<file path="src/design/brb_pkg.sv">
`timescale 1ns / 1ps
package brb_pkg;

  localparam int unsigned DEPTH_DEF       = 16;
  localparam int unsigned CHUNK_BYTES_DEF = 8;

  localparam int unsigned CMD_W    = 3;
  localparam int unsigned ST_W     = 2;
  localparam int unsigned WDATA_W  = 64;
  localparam int unsigned WLEN_W   = 12;
  localparam int unsigned RIDX_W   = 8;
  localparam int unsigned PASS_W   = 16;
  localparam int unsigned LEN_W    = 4;
  localparam int unsigned AMT_W    = 12;
  localparam int unsigned CLIM_W   = 4;
  localparam int unsigned IN_DATA_W  = 104;
  localparam int unsigned OUT_DATA_W = 104;

  localparam logic [CLIM_W-1:0] CLIM_RESET = 4'd8;

  typedef enum logic [CMD_W-1:0] {
    CMD_WRITE = 3'd0,
    CMD_READ  = 3'd1,
    CMD_AVAIL = 3'd2,
    CMD_CLEAR = 3'd3,
    CMD_GET   = 3'd4
  } brb_cmd_e;

  typedef enum logic [ST_W-1:0] {
    ST_OK    = 2'd0,
    ST_ERR   = 2'd1,
    ST_EMPTY = 2'd2
  } brb_status_e;

  typedef enum logic [4:0] {
    S_IDLE   = 5'b00001,
    S_DECODE = 5'b00010,
    S_READ   = 5'b00100,
    S_SUM    = 5'b01000,
    S_DONE   = 5'b10000
  } brb_state_e;

endpackage

</file>
<file path="src/design/broadcast_ring_buffer.sv">
`timescale 1ns / 1ps
// Write, reset indices, get indices, a failed read and an available query with nothing
//   readable go from decode straight to done; a read that returns an entry passes the read
//   state, an available query that sums N entries the sum state (one length read per cycle,
//   then a drain). One word in work at a time; the next word is accepted once the result
//   is loaded and the FSM is back in idle, later while m_axis_tready_i holds a result.
// Reset (rst_ni low, async): write slot and lap to zero, chunk limit to 8, all entry valid
//   bits cleared so unwritten entries read as zero data of length CHUNK_BYTES; no clear pass.
module broadcast_ring_buffer
  import brb_pkg::*;
#(
  parameter int unsigned DEPTH       = DEPTH_DEF,
  parameter int unsigned CHUNK_BYTES = CHUNK_BYTES_DEF
) (
  input  logic                  clk_i,
  input  logic                  rst_ni,
  input  logic                  cfg_valid_i,
  output logic                  cfg_ready_o,
  input  logic [CLIM_W-1:0]     cfg_data_i,      // chunk_limit
  input  logic                  s_axis_tvalid_i,
  output logic                  s_axis_tready_o,
  input  logic [IN_DATA_W-1:0]  s_axis_tdata_i,  // write_data, write_length, reader_index,
                                                 // reader_pass, zero pad
  input  logic [CMD_W-1:0]      s_axis_tuser_i,  // command
  output logic                  m_axis_tvalid_o,
  input  logic                  m_axis_tready_i,
  output logic [OUT_DATA_W-1:0] m_axis_tdata_o,  // read_data, read_length, next_index,
                                                 // next_pass, amount
  output logic [ST_W-1:0]       m_axis_tuser_o   // status
);

  localparam int unsigned IDX_W  = (DEPTH > 1) ? $clog2(DEPTH) : 1;
  localparam int unsigned DATA_W = 8 * CHUNK_BYTES;
  localparam logic [RIDX_W:0]    DEPTH_V = (RIDX_W + 1)'(DEPTH);
  localparam logic [IDX_W-1:0]   LAST_SLOT = IDX_W'(DEPTH - 1);
  localparam logic [LEN_W-1:0]   FULL_LEN = LEN_W'(CHUNK_BYTES);

  brb_state_e state_q, state_d;

  logic [CLIM_W-1:0] chunk_limit_q;
  logic [IDX_W-1:0]  write_slot_q, write_slot_d;
  logic [PASS_W-1:0] write_lap_q, write_lap_d;

  brb_cmd_e          cmd_q, cmd_d;
  logic [WDATA_W-1:0] wdata_q, wdata_d;
  logic [WLEN_W-1:0] wlen_q, wlen_d;
  logic [RIDX_W-1:0] ridx_q, ridx_d;
  logic [PASS_W-1:0] rpass_q, rpass_d;

  brb_status_e       res_status_q, res_status_d;
  logic [WDATA_W-1:0] res_data_q, res_data_d;
  logic [LEN_W-1:0]  res_len_q, res_len_d;
  logic [RIDX_W-1:0] res_idx_q, res_idx_d;
  logic [PASS_W-1:0] res_pass_q, res_pass_d;
  logic [AMT_W-1:0]  res_amount_q, res_amount_d;

  logic [IDX_W-1:0]  ptr_q, ptr_d;
  logic [AMT_W-1:0]  acc_q, acc_d;
  logic              rd_pend_q, rd_pend_d;

  logic                  m_valid_q, m_valid_d;
  logic [OUT_DATA_W-1:0] m_data_q, m_data_d;
  logic [ST_W-1:0]       m_user_q, m_user_d;

  logic [DATA_W-1:0] chunk_mem [DEPTH];
  logic [LEN_W-1:0]  len_mem [DEPTH];
  logic [DEPTH-1:0]  vld_q;
  logic [DATA_W-1:0] rd_chunk_q;
  logic [LEN_W-1:0]  rd_len_q;
  logic              rd_vld_q;

  logic              mem_we, mem_re;
  logic [IDX_W-1:0]  mem_raddr;
  logic [DATA_W-1:0] mem_wdata, wmask;
  logic [LEN_W-1:0]  lim_eff, wclip;
  logic [DATA_W-1:0] rd_chunk_eff;
  logic [LEN_W-1:0]  rd_len_eff;

  logic              s_fire;
  logic [PASS_W-1:0] prev_lap;
  logic [RIDX_W-1:0] ws_ext;
  logic              ridx_ok, lap_same, lap_prev, rd_ok, rd_empty, walk_ok;
  logic [IDX_W-1:0]  ptr_next;

  assign cfg_ready_o     = 1'b1;
  assign s_axis_tready_o = (state_q == S_IDLE);
  assign s_fire          = s_axis_tvalid_i && s_axis_tready_o;
  assign m_axis_tvalid_o = m_valid_q;
  assign m_axis_tdata_o  = m_data_q;
  assign m_axis_tuser_o  = m_user_q;

  always_comb begin
    if (chunk_limit_q == '0) begin
      lim_eff = LEN_W'(1);
    end else if (chunk_limit_q > FULL_LEN) begin
      lim_eff = FULL_LEN;
    end else begin
      lim_eff = chunk_limit_q;
    end
  end

  assign wclip = (wlen_q > WLEN_W'(lim_eff)) ? lim_eff : wlen_q[LEN_W-1:0];

  always_comb begin
    for (int b = 0; b < CHUNK_BYTES; b++) begin
      wmask[b*8 +: 8] = (LEN_W'(b) < wclip) ? 8'hFF : 8'h00;
    end
  end

  assign mem_wdata    = wdata_q[DATA_W-1:0] & wmask;
  assign rd_chunk_eff = rd_vld_q ? rd_chunk_q : '0;
  assign rd_len_eff   = rd_vld_q ? rd_len_q : FULL_LEN;

  assign prev_lap = write_lap_q - PASS_W'(1);
  assign ws_ext   = RIDX_W'(write_slot_q);
  assign ridx_ok  = {1'b0, ridx_q} < DEPTH_V;
  assign lap_same = (rpass_q == write_lap_q);
  assign lap_prev = (rpass_q == prev_lap);
  assign walk_ok  = ridx_ok && ((lap_same && (ridx_q < ws_ext)) ||
                                (!lap_same && lap_prev && (ridx_q > ws_ext)));
  assign rd_ok    = walk_ok;
  assign rd_empty = ridx_ok && lap_same && (ridx_q == ws_ext);
  assign ptr_next = (ptr_q == LAST_SLOT) ? '0 : ptr_q + IDX_W'(1);

  always_comb begin
    state_d      = state_q;
    write_slot_d = write_slot_q;
    write_lap_d  = write_lap_q;
    cmd_d        = cmd_q;
    wdata_d      = wdata_q;
    wlen_d       = wlen_q;
    ridx_d       = ridx_q;
    rpass_d      = rpass_q;
    res_status_d = res_status_q;
    res_data_d   = res_data_q;
    res_len_d    = res_len_q;
    res_idx_d    = res_idx_q;
    res_pass_d   = res_pass_q;
    res_amount_d = res_amount_q;
    ptr_d        = ptr_q;
    acc_d        = acc_q;
    rd_pend_d    = 1'b0;
    m_valid_d    = m_valid_q;
    m_data_d     = m_data_q;
    m_user_d     = m_user_q;
    mem_we       = 1'b0;
    mem_re       = 1'b0;
    mem_raddr    = ridx_q[IDX_W-1:0];

    if (m_axis_tready_i) begin
      m_valid_d = 1'b0;
    end

    unique case (state_q)
      S_IDLE: begin
        if (s_fire) begin
          cmd_d   = brb_cmd_e'(s_axis_tuser_i);
          wdata_d = s_axis_tdata_i[63:0];
          wlen_d  = s_axis_tdata_i[75:64];
          ridx_d  = s_axis_tdata_i[83:76];
          rpass_d = s_axis_tdata_i[99:84];
          state_d = S_DECODE;
        end
      end
      S_DECODE: begin
        res_status_d = ST_ERR;
        res_data_d   = '0;
        res_len_d    = '0;
        res_idx_d    = '0;
        res_pass_d   = '0;
        res_amount_d = '0;
        state_d      = S_DONE;
        unique case (cmd_q)
          CMD_WRITE: begin
            if (wlen_q != '0) begin
              mem_we       = 1'b1;
              res_status_d = ST_OK;
              res_amount_d = wlen_q;
              if (write_slot_q == LAST_SLOT) begin
                write_slot_d = '0;
                write_lap_d  = write_lap_q + PASS_W'(1);
              end else begin
                write_slot_d = write_slot_q + IDX_W'(1);
              end
            end
          end
          CMD_READ: begin
            res_idx_d  = ridx_q;
            res_pass_d = rpass_q;
            if (rd_ok) begin
              mem_re       = 1'b1;
              res_status_d = ST_OK;
              state_d      = S_READ;
              if (ridx_q == RIDX_W'(DEPTH - 1)) begin
                res_idx_d  = '0;
                res_pass_d = rpass_q + PASS_W'(1);
              end else begin
                res_idx_d  = ridx_q + RIDX_W'(1);
              end
            end else if (rd_empty) begin
              res_status_d = ST_EMPTY;
            end
          end
          CMD_AVAIL: begin
            if (ridx_ok) begin
              res_status_d = ST_OK;
              if (walk_ok) begin
                ptr_d   = ridx_q[IDX_W-1:0];
                acc_d   = '0;
                state_d = S_SUM;
              end
            end
          end
          CMD_CLEAR: begin
            write_slot_d = '0;
            write_lap_d  = '0;
            res_status_d = ST_OK;
          end
          CMD_GET: begin
            res_idx_d    = ws_ext;
            res_pass_d   = write_lap_q;
            res_status_d = ST_OK;
          end
          default: begin
            res_status_d = ST_ERR;
          end
        endcase
      end
      S_READ: begin
        res_data_d = WDATA_W'(rd_chunk_eff);
        res_len_d  = rd_len_eff;
        state_d    = S_DONE;
      end
      S_SUM: begin
        if (rd_pend_q) begin
          acc_d = acc_q + AMT_W'(rd_len_eff);
        end
        if (ptr_q != write_slot_q) begin
          mem_re    = 1'b1;
          mem_raddr = ptr_q;
          ptr_d     = ptr_next;
          rd_pend_d = 1'b1;
        end else if (!rd_pend_q) begin
          res_amount_d = acc_q;
          state_d      = S_DONE;
        end
      end
      S_DONE: begin
        if (!m_valid_q || m_axis_tready_i) begin
          m_valid_d = 1'b1;
          m_data_d  = {res_amount_q, res_pass_q, res_idx_q, res_len_q, res_data_q};
          m_user_d  = res_status_q;
          state_d   = S_IDLE;
        end
      end
      default: begin
        state_d = S_IDLE;
      end
    endcase
  end

  always_ff @(posedge clk_i or negedge rst_ni) begin
    if (!rst_ni) begin
      state_q       <= S_IDLE;
      chunk_limit_q <= CLIM_RESET;
      write_slot_q  <= '0;
      write_lap_q   <= '0;
      rd_pend_q     <= 1'b0;
      m_valid_q     <= 1'b0;
      vld_q         <= '0;
      rd_vld_q      <= 1'b0;
    end else begin
      state_q      <= state_d;
      write_slot_q <= write_slot_d;
      write_lap_q  <= write_lap_d;
      rd_pend_q    <= rd_pend_d;
      m_valid_q    <= m_valid_d;
      if (cfg_valid_i && cfg_ready_o) begin
        chunk_limit_q <= cfg_data_i;
      end
      if (mem_we) begin
        vld_q[write_slot_q] <= 1'b1;
      end
      if (mem_re) begin
        rd_vld_q <= vld_q[mem_raddr];
      end
    end
  end

  always_ff @(posedge clk_i) begin
    cmd_q        <= cmd_d;
    wdata_q      <= wdata_d;
    wlen_q       <= wlen_d;
    ridx_q       <= ridx_d;
    rpass_q      <= rpass_d;
    res_status_q <= res_status_d;
    res_data_q   <= res_data_d;
    res_len_q    <= res_len_d;
    res_idx_q    <= res_idx_d;
    res_pass_q   <= res_pass_d;
    res_amount_q <= res_amount_d;
    ptr_q        <= ptr_d;
    acc_q        <= acc_d;
    m_data_q     <= m_data_d;
    m_user_q     <= m_user_d;
  end

  always_ff @(posedge clk_i) begin
    if (mem_we) begin
      chunk_mem[write_slot_q] <= mem_wdata;
      len_mem[write_slot_q]   <= wclip;
    end
    if (mem_re) begin
      rd_chunk_q <= chunk_mem[mem_raddr];
      rd_len_q   <= len_mem[mem_raddr];
    end
  end

  a_slot_range: assert property (@(posedge clk_i) disable iff (!rst_ni)
    {1'b0, RIDX_W'(write_slot_q)} < DEPTH_V)
    else $error("write slot out of range");

  a_busy_after_accept: assert property (@(posedge clk_i) disable iff (!rst_ni)
    s_fire |=> !s_axis_tready_o)
    else $error("ready while a word is in work");

  a_write_advances: assert property (@(posedge clk_i) disable iff (!rst_ni)
    mem_we |=> (write_slot_q != $past(write_slot_q)))
    else $error("write did not advance slot");

  a_sum_bound: assert property (@(posedge clk_i) disable iff (!rst_ni)
    (state_q == S_SUM) |-> (acc_q <= AMT_W'(DEPTH * CHUNK_BYTES)))
    else $error("available sum over ring capacity");

endmodule
</file>
<file path="config.mk">
export PLATFORM = sky130hd
export DESIGN_NAME = broadcast_ring_buffer
export DESIGN_NICKNAME = d
export VERILOG_FILES = /design/src/design/brb_pkg.sv /design/src/design/broadcast_ring_buffer.sv
export SDC_FILE = /design/constraint.sdc
export NUM_CORES = 2
export LEC_CHECK = 0
export BUFFER_PORTS_ARGS = -buffer_cell sky130_fd_sc_hd__buf_2
export CAP_MARGIN = 40
export CORE_ASPECT_RATIO = 1.25
export CORE_MARGIN = 8
export CORE_UTILIZATION = 55
export DETAILED_ROUTE_END_ITERATION = 10
export PLACE_DENSITY = 0.72
export SLEW_MARGIN = 0
export SYNTH_ARGS = -nofsm -noshare
export SYNTH_HDL_FRONTEND = slang
export SYNTH_SLANG_ARGS = --single-unit
</file>
<file path="constraint.sdc">
create_clock -name clk_i -period 28.1 [get_ports clk_i]
set_clock_uncertainty 0.05 [all_clocks]
set_input_delay 1.405 -clock clk_i [delete_from_list [all_inputs] [get_ports clk_i]]
set_output_delay 1.405 -clock clk_i [all_outputs]
set_load 0.01 [all_outputs]
</file>
==> impl_metrics.py <==
metrics = {
    "sta": {
        "period_needed_ns": 5.39,
        "drv_slew": 0,
        "fin_hold_ws_ns": 0.364,
        "finalSetupTns_ns": 0,
        "setup_viol": 0,
        "hold_viol_final": 0,
        "relSlewSlack_pct": 20.7,
        "max_freq_mhz": 186,
        "finalCritPeriodShare_pct": 19.2,
        "tightestPinTransition_ns": 1.19,
        "rsz0062_at_grt": "false",
    },
    "cts": {
        "post_cts_resized": 0,
        "clk_latency_ns": 0.78,
        "root_buffer": "clkbuf_16",
        "htree_levels": 4,
        "clkSinkCount": 1535,
        "cts_setup_buffers": 0,
        "clock_path_buffers": 3,
        "numCtsBuffers": 146,
        "cts_hold_buf": 0,
        "clk_pin_slew_ns": 0.06,
        "cts_tree": "yes",
    },
    "logic_synthesis": {
        "syn_inst": 2978,
        "synth-async-reset-ratio_pct": 3.13,
        "synth-edff-count": 1487,
        "synthDominantCellAreaShare_pct": 75.8,
        "synth_area_leaders": "edfxtp_1, mux4_2, and2_1",
        "synthFlopType": "edfxtp_1",
        "ys_seq_area_share_pct": 77.9,
        "synthDistinctLibCells": 64,
        "syn_nets": 3116,
        "syn_area_sq_um": 58900,
        "ys_ff_latch": 1535,
        "ys.warnings.count": 0,
        "synth_area_per_cell_sq_um": 19.8,
        "yosysTopAreaCell": "edfxtp_1",
    },
    "pwr": {
        "max-vdd-ir-drop_uv": 81.7,
        "power.leakage_nw": 22.0,
        "power_density_nw_per_um2": 79.4,
        "p_total_w": 0.00530,
    },
    "floorplanning": {
        "die_w_um": 309,
        "core_area_sq_um": 106000,
        "die-area_sq_um": 118000,
        "die_h_um": 382,
        "floorplan.initialDensity_pct": 55.3,
        "io_pins": 225,
        "rows": 134,
    },
    "global_routing": {
        "groute.usage.overall_pct": 22.4,
        "antenna_found_initial": 4,
        "grt_pass1_wl_mm": 196,
        "grt_use_met2_pct": 37.8,
        "busiest_layer": "met2",
        "grt_use_met1_pct": 29.9,
        "overflow": 0,
        "grt_max_degree": 174,
        "met3_usage_pct": 3.71,
        "grt_pass1_vias": 30800,
    },
    "place": {
        "routabilityCongestion": 0.934,
        "io_buffers": 219,
        "dp_hpwl_mm": 71.3,
        "dp_cells": 4546,
    },
    "drt": {
        "via_per_inst": 6.10,
        "wirelength_mm": 133,
        "firstDrtPassIters": 5,
        "dr_total_vias": 29400,
        "post_drt_wl_per_cell_um": 27.6,
        "antenna_left": 0,
        "drtIter0Drc": 2940,
        "route.detailed.drc": 0,
    },
    "cells_and_area": {
        "final_layout_size_suffix_gt1_share_pct": 24.3,
        "fillers": 7105,
        "areaGrowthSynthToFinish_pct": 13.3,
        "utilization_pct": 62.7,
        "fin_cells": 4813,
        "nets": 3407,
        "insertedDiodeCount": 0,
        "multi_input_area_sq_um": 12400,
        "seq_area_sq_um": 45900,
    },
    "worst_setup_path": {
        "start_kind": "flip-flop",
        "crit_path_end_kind": "flip-flop",
        "path_class": "reg2reg",
        "required_ns": 28.54,
        "reg2reg_slack_ns": 22.71,
        "critPathMaxFanout": 173,
        "arrival_ns": 5.83,
    },
    "outcome": {
        "status": "completed",
    },
    "job": {
        "cap_viol_max_count": 0,
    },
    "min_path": {
        "min_path_type": "reg2reg",
    },
}
flip-flops by register name, indices dropped and copies added (netlist names), 5 cells and up:
name	flops
acc_q	12
chunk_mem	1024
len_mem	64
m_axis_tdata_o	104
rd_chunk_q	64
res_amount_q	12
res_data_q	64
res_idx_q	8
res_pass_q	16
ridx_q	8
rpass_q	16
state_q	5
vld_q	16
wdata_q	64
wlen_q	12
write_lap_q	16
cell usage in the layout, fill, tap and decap left out, drive strengths merged, types with 4 or more instances in the layout:
cell type / Yosys / final
edfxtp: 1487 / 1487
buf: 61 / 291
mux4: 273 / 273
nand2: 222 / 222
and2: 187 / 187
clkbuf: 87 / 187
a31oi: 71 / 71
a211oi: 69 / 69
clkinv: 0 / 57
o21ai: 51 / 51
dfrtp: 46 / 46
nor2: 46 / 46
nor2b: 43 / 43
nand3: 35 / 35
xor2: 34 / 34
xnor2: 32 / 32
inv: 25 / 32
ha: 21 / 21
a21oi: 20 / 20
nand4: 19 / 19
or2: 19 / 19
mux2i: 18 / 18
nor4: 16 / 16
and3: 13 / 13
nor3: 12 / 12
or3: 9 / 9
bufinv: 0 / 9
mux2: 8 / 8
o31ai: 7 / 7
nor3b: 7 / 7
o211ai: 6 / 6
nand2b: 6 / 6
nand3b: 4 / 4
clkinvlp: 0 / 4
synthesized netlist by cell type, types with 4 or more instances:
cell	instances
nand2_1	221
a211oi_1	69
xor2_1	34
mux4_2	273
buf_1	6
nor2b_1	43
and3_1	13
or3_1	9
buf_4	17
edfxtp_1	1487
or2_2	18
nor3_1	12
mux2i_1	16
a21oi_1	19
o211ai_1	6
nand3_1	35
buf_2	35
nor2_1	44
mux2_2	8
clkbuf_1	87
dfrtp_1	46
inv_1	25
nand3b_1	4
and2_1	186
nand4_1	19
nor3b_1	5
xnor2_1	32
o31ai_1	5
a31oi_1	71
ha_1	21
nand2b_1	6
nor4_1	14
o21ai_0	48
layout make-up:
cell class	instances	share of cell area, %
Timing Repair Buffer	291	3.06
Multi-Input combinational cell	1270	18.6
Sequential cell	1535	68.7
Clock buffer	187	5.80
Tap cell	1428	2.68
Clock inverter	77	1.01
Inverter	25	0.141
worst max-delay path: stages, from the launching register on:
cell and delay [ns]:
dfrtp_1 0.58, xor2_1 0.24, nor4_2 0.09, nor2_2 0.57
mux2i_4 0.33, buf_4 0.64, buf_12 0.80, buf_4 0.78
mux4_2 0.41, and2_1 0.17, a211oi_1 0.27, a31oi_1 0.09
cells by family (layout without fill, tap and decap cells):
logic type	count (synthesis)	count (layout)	synth area share, %
multiplexers	299	299	10.9
other	1	1	0.00637
buffers and inverters	173	580	1.32
AND/OR/NAND/NOR	647	647	5.79
adder cells (fa/ha/maj)	22	22	0.480
AO/OA/AOI/OAI	235	235	2.61
flip-flops	1535	1535	77.9
XOR/XNOR	66	66	0.982
power by group:
part | internal (W) | total [W] | switching (W) | leakage (nW)
sequential | 0.00269 | 0.00274 | 0.0000505 | 14.2
clock | 0.00106 | 0.00189 | 0.000830 | 2.20
combinational | 0.000258 | 0.000664 | 0.000406 | 5.56
total | 0.00401 | 0.00530 | 0.00129 | 22.0
per-stage QoR:
step	setup WS, ns	instance area, sq um
final	22.71	66700
after floorplan	18.37	58900
after global routing	22.34	66700
after global placement	22.65	61600
after CTS	22.57	66700
after detailed placement	22.58	62100
worst paths after layout:
kind                                  from                  to  cells past startpoint
min in group asynchronous           rst_ni            rd_vld_q                      1
max reg2reg                write_slot_q[2]      rd_chunk_q[30]                     11
max                        write_slot_q[2]      rd_chunk_q[30]                     11
max in group asynchronous           rst_ni     write_lap_q[11]                      2
min                         res_data_q[43]  m_axis_tdata_o[43]                      0
min reg2reg                 res_data_q[43]  m_axis_tdata_o[43]                      0
routing by layer:
metal,part of all wire (%),vias to the layer above
li1,-,12500
met1,39,15300
met2,51,1372
met3,7.7,226
met4,2.8,0
met5,0,-
Note: power is estimated with default switching activity, not from simulation.
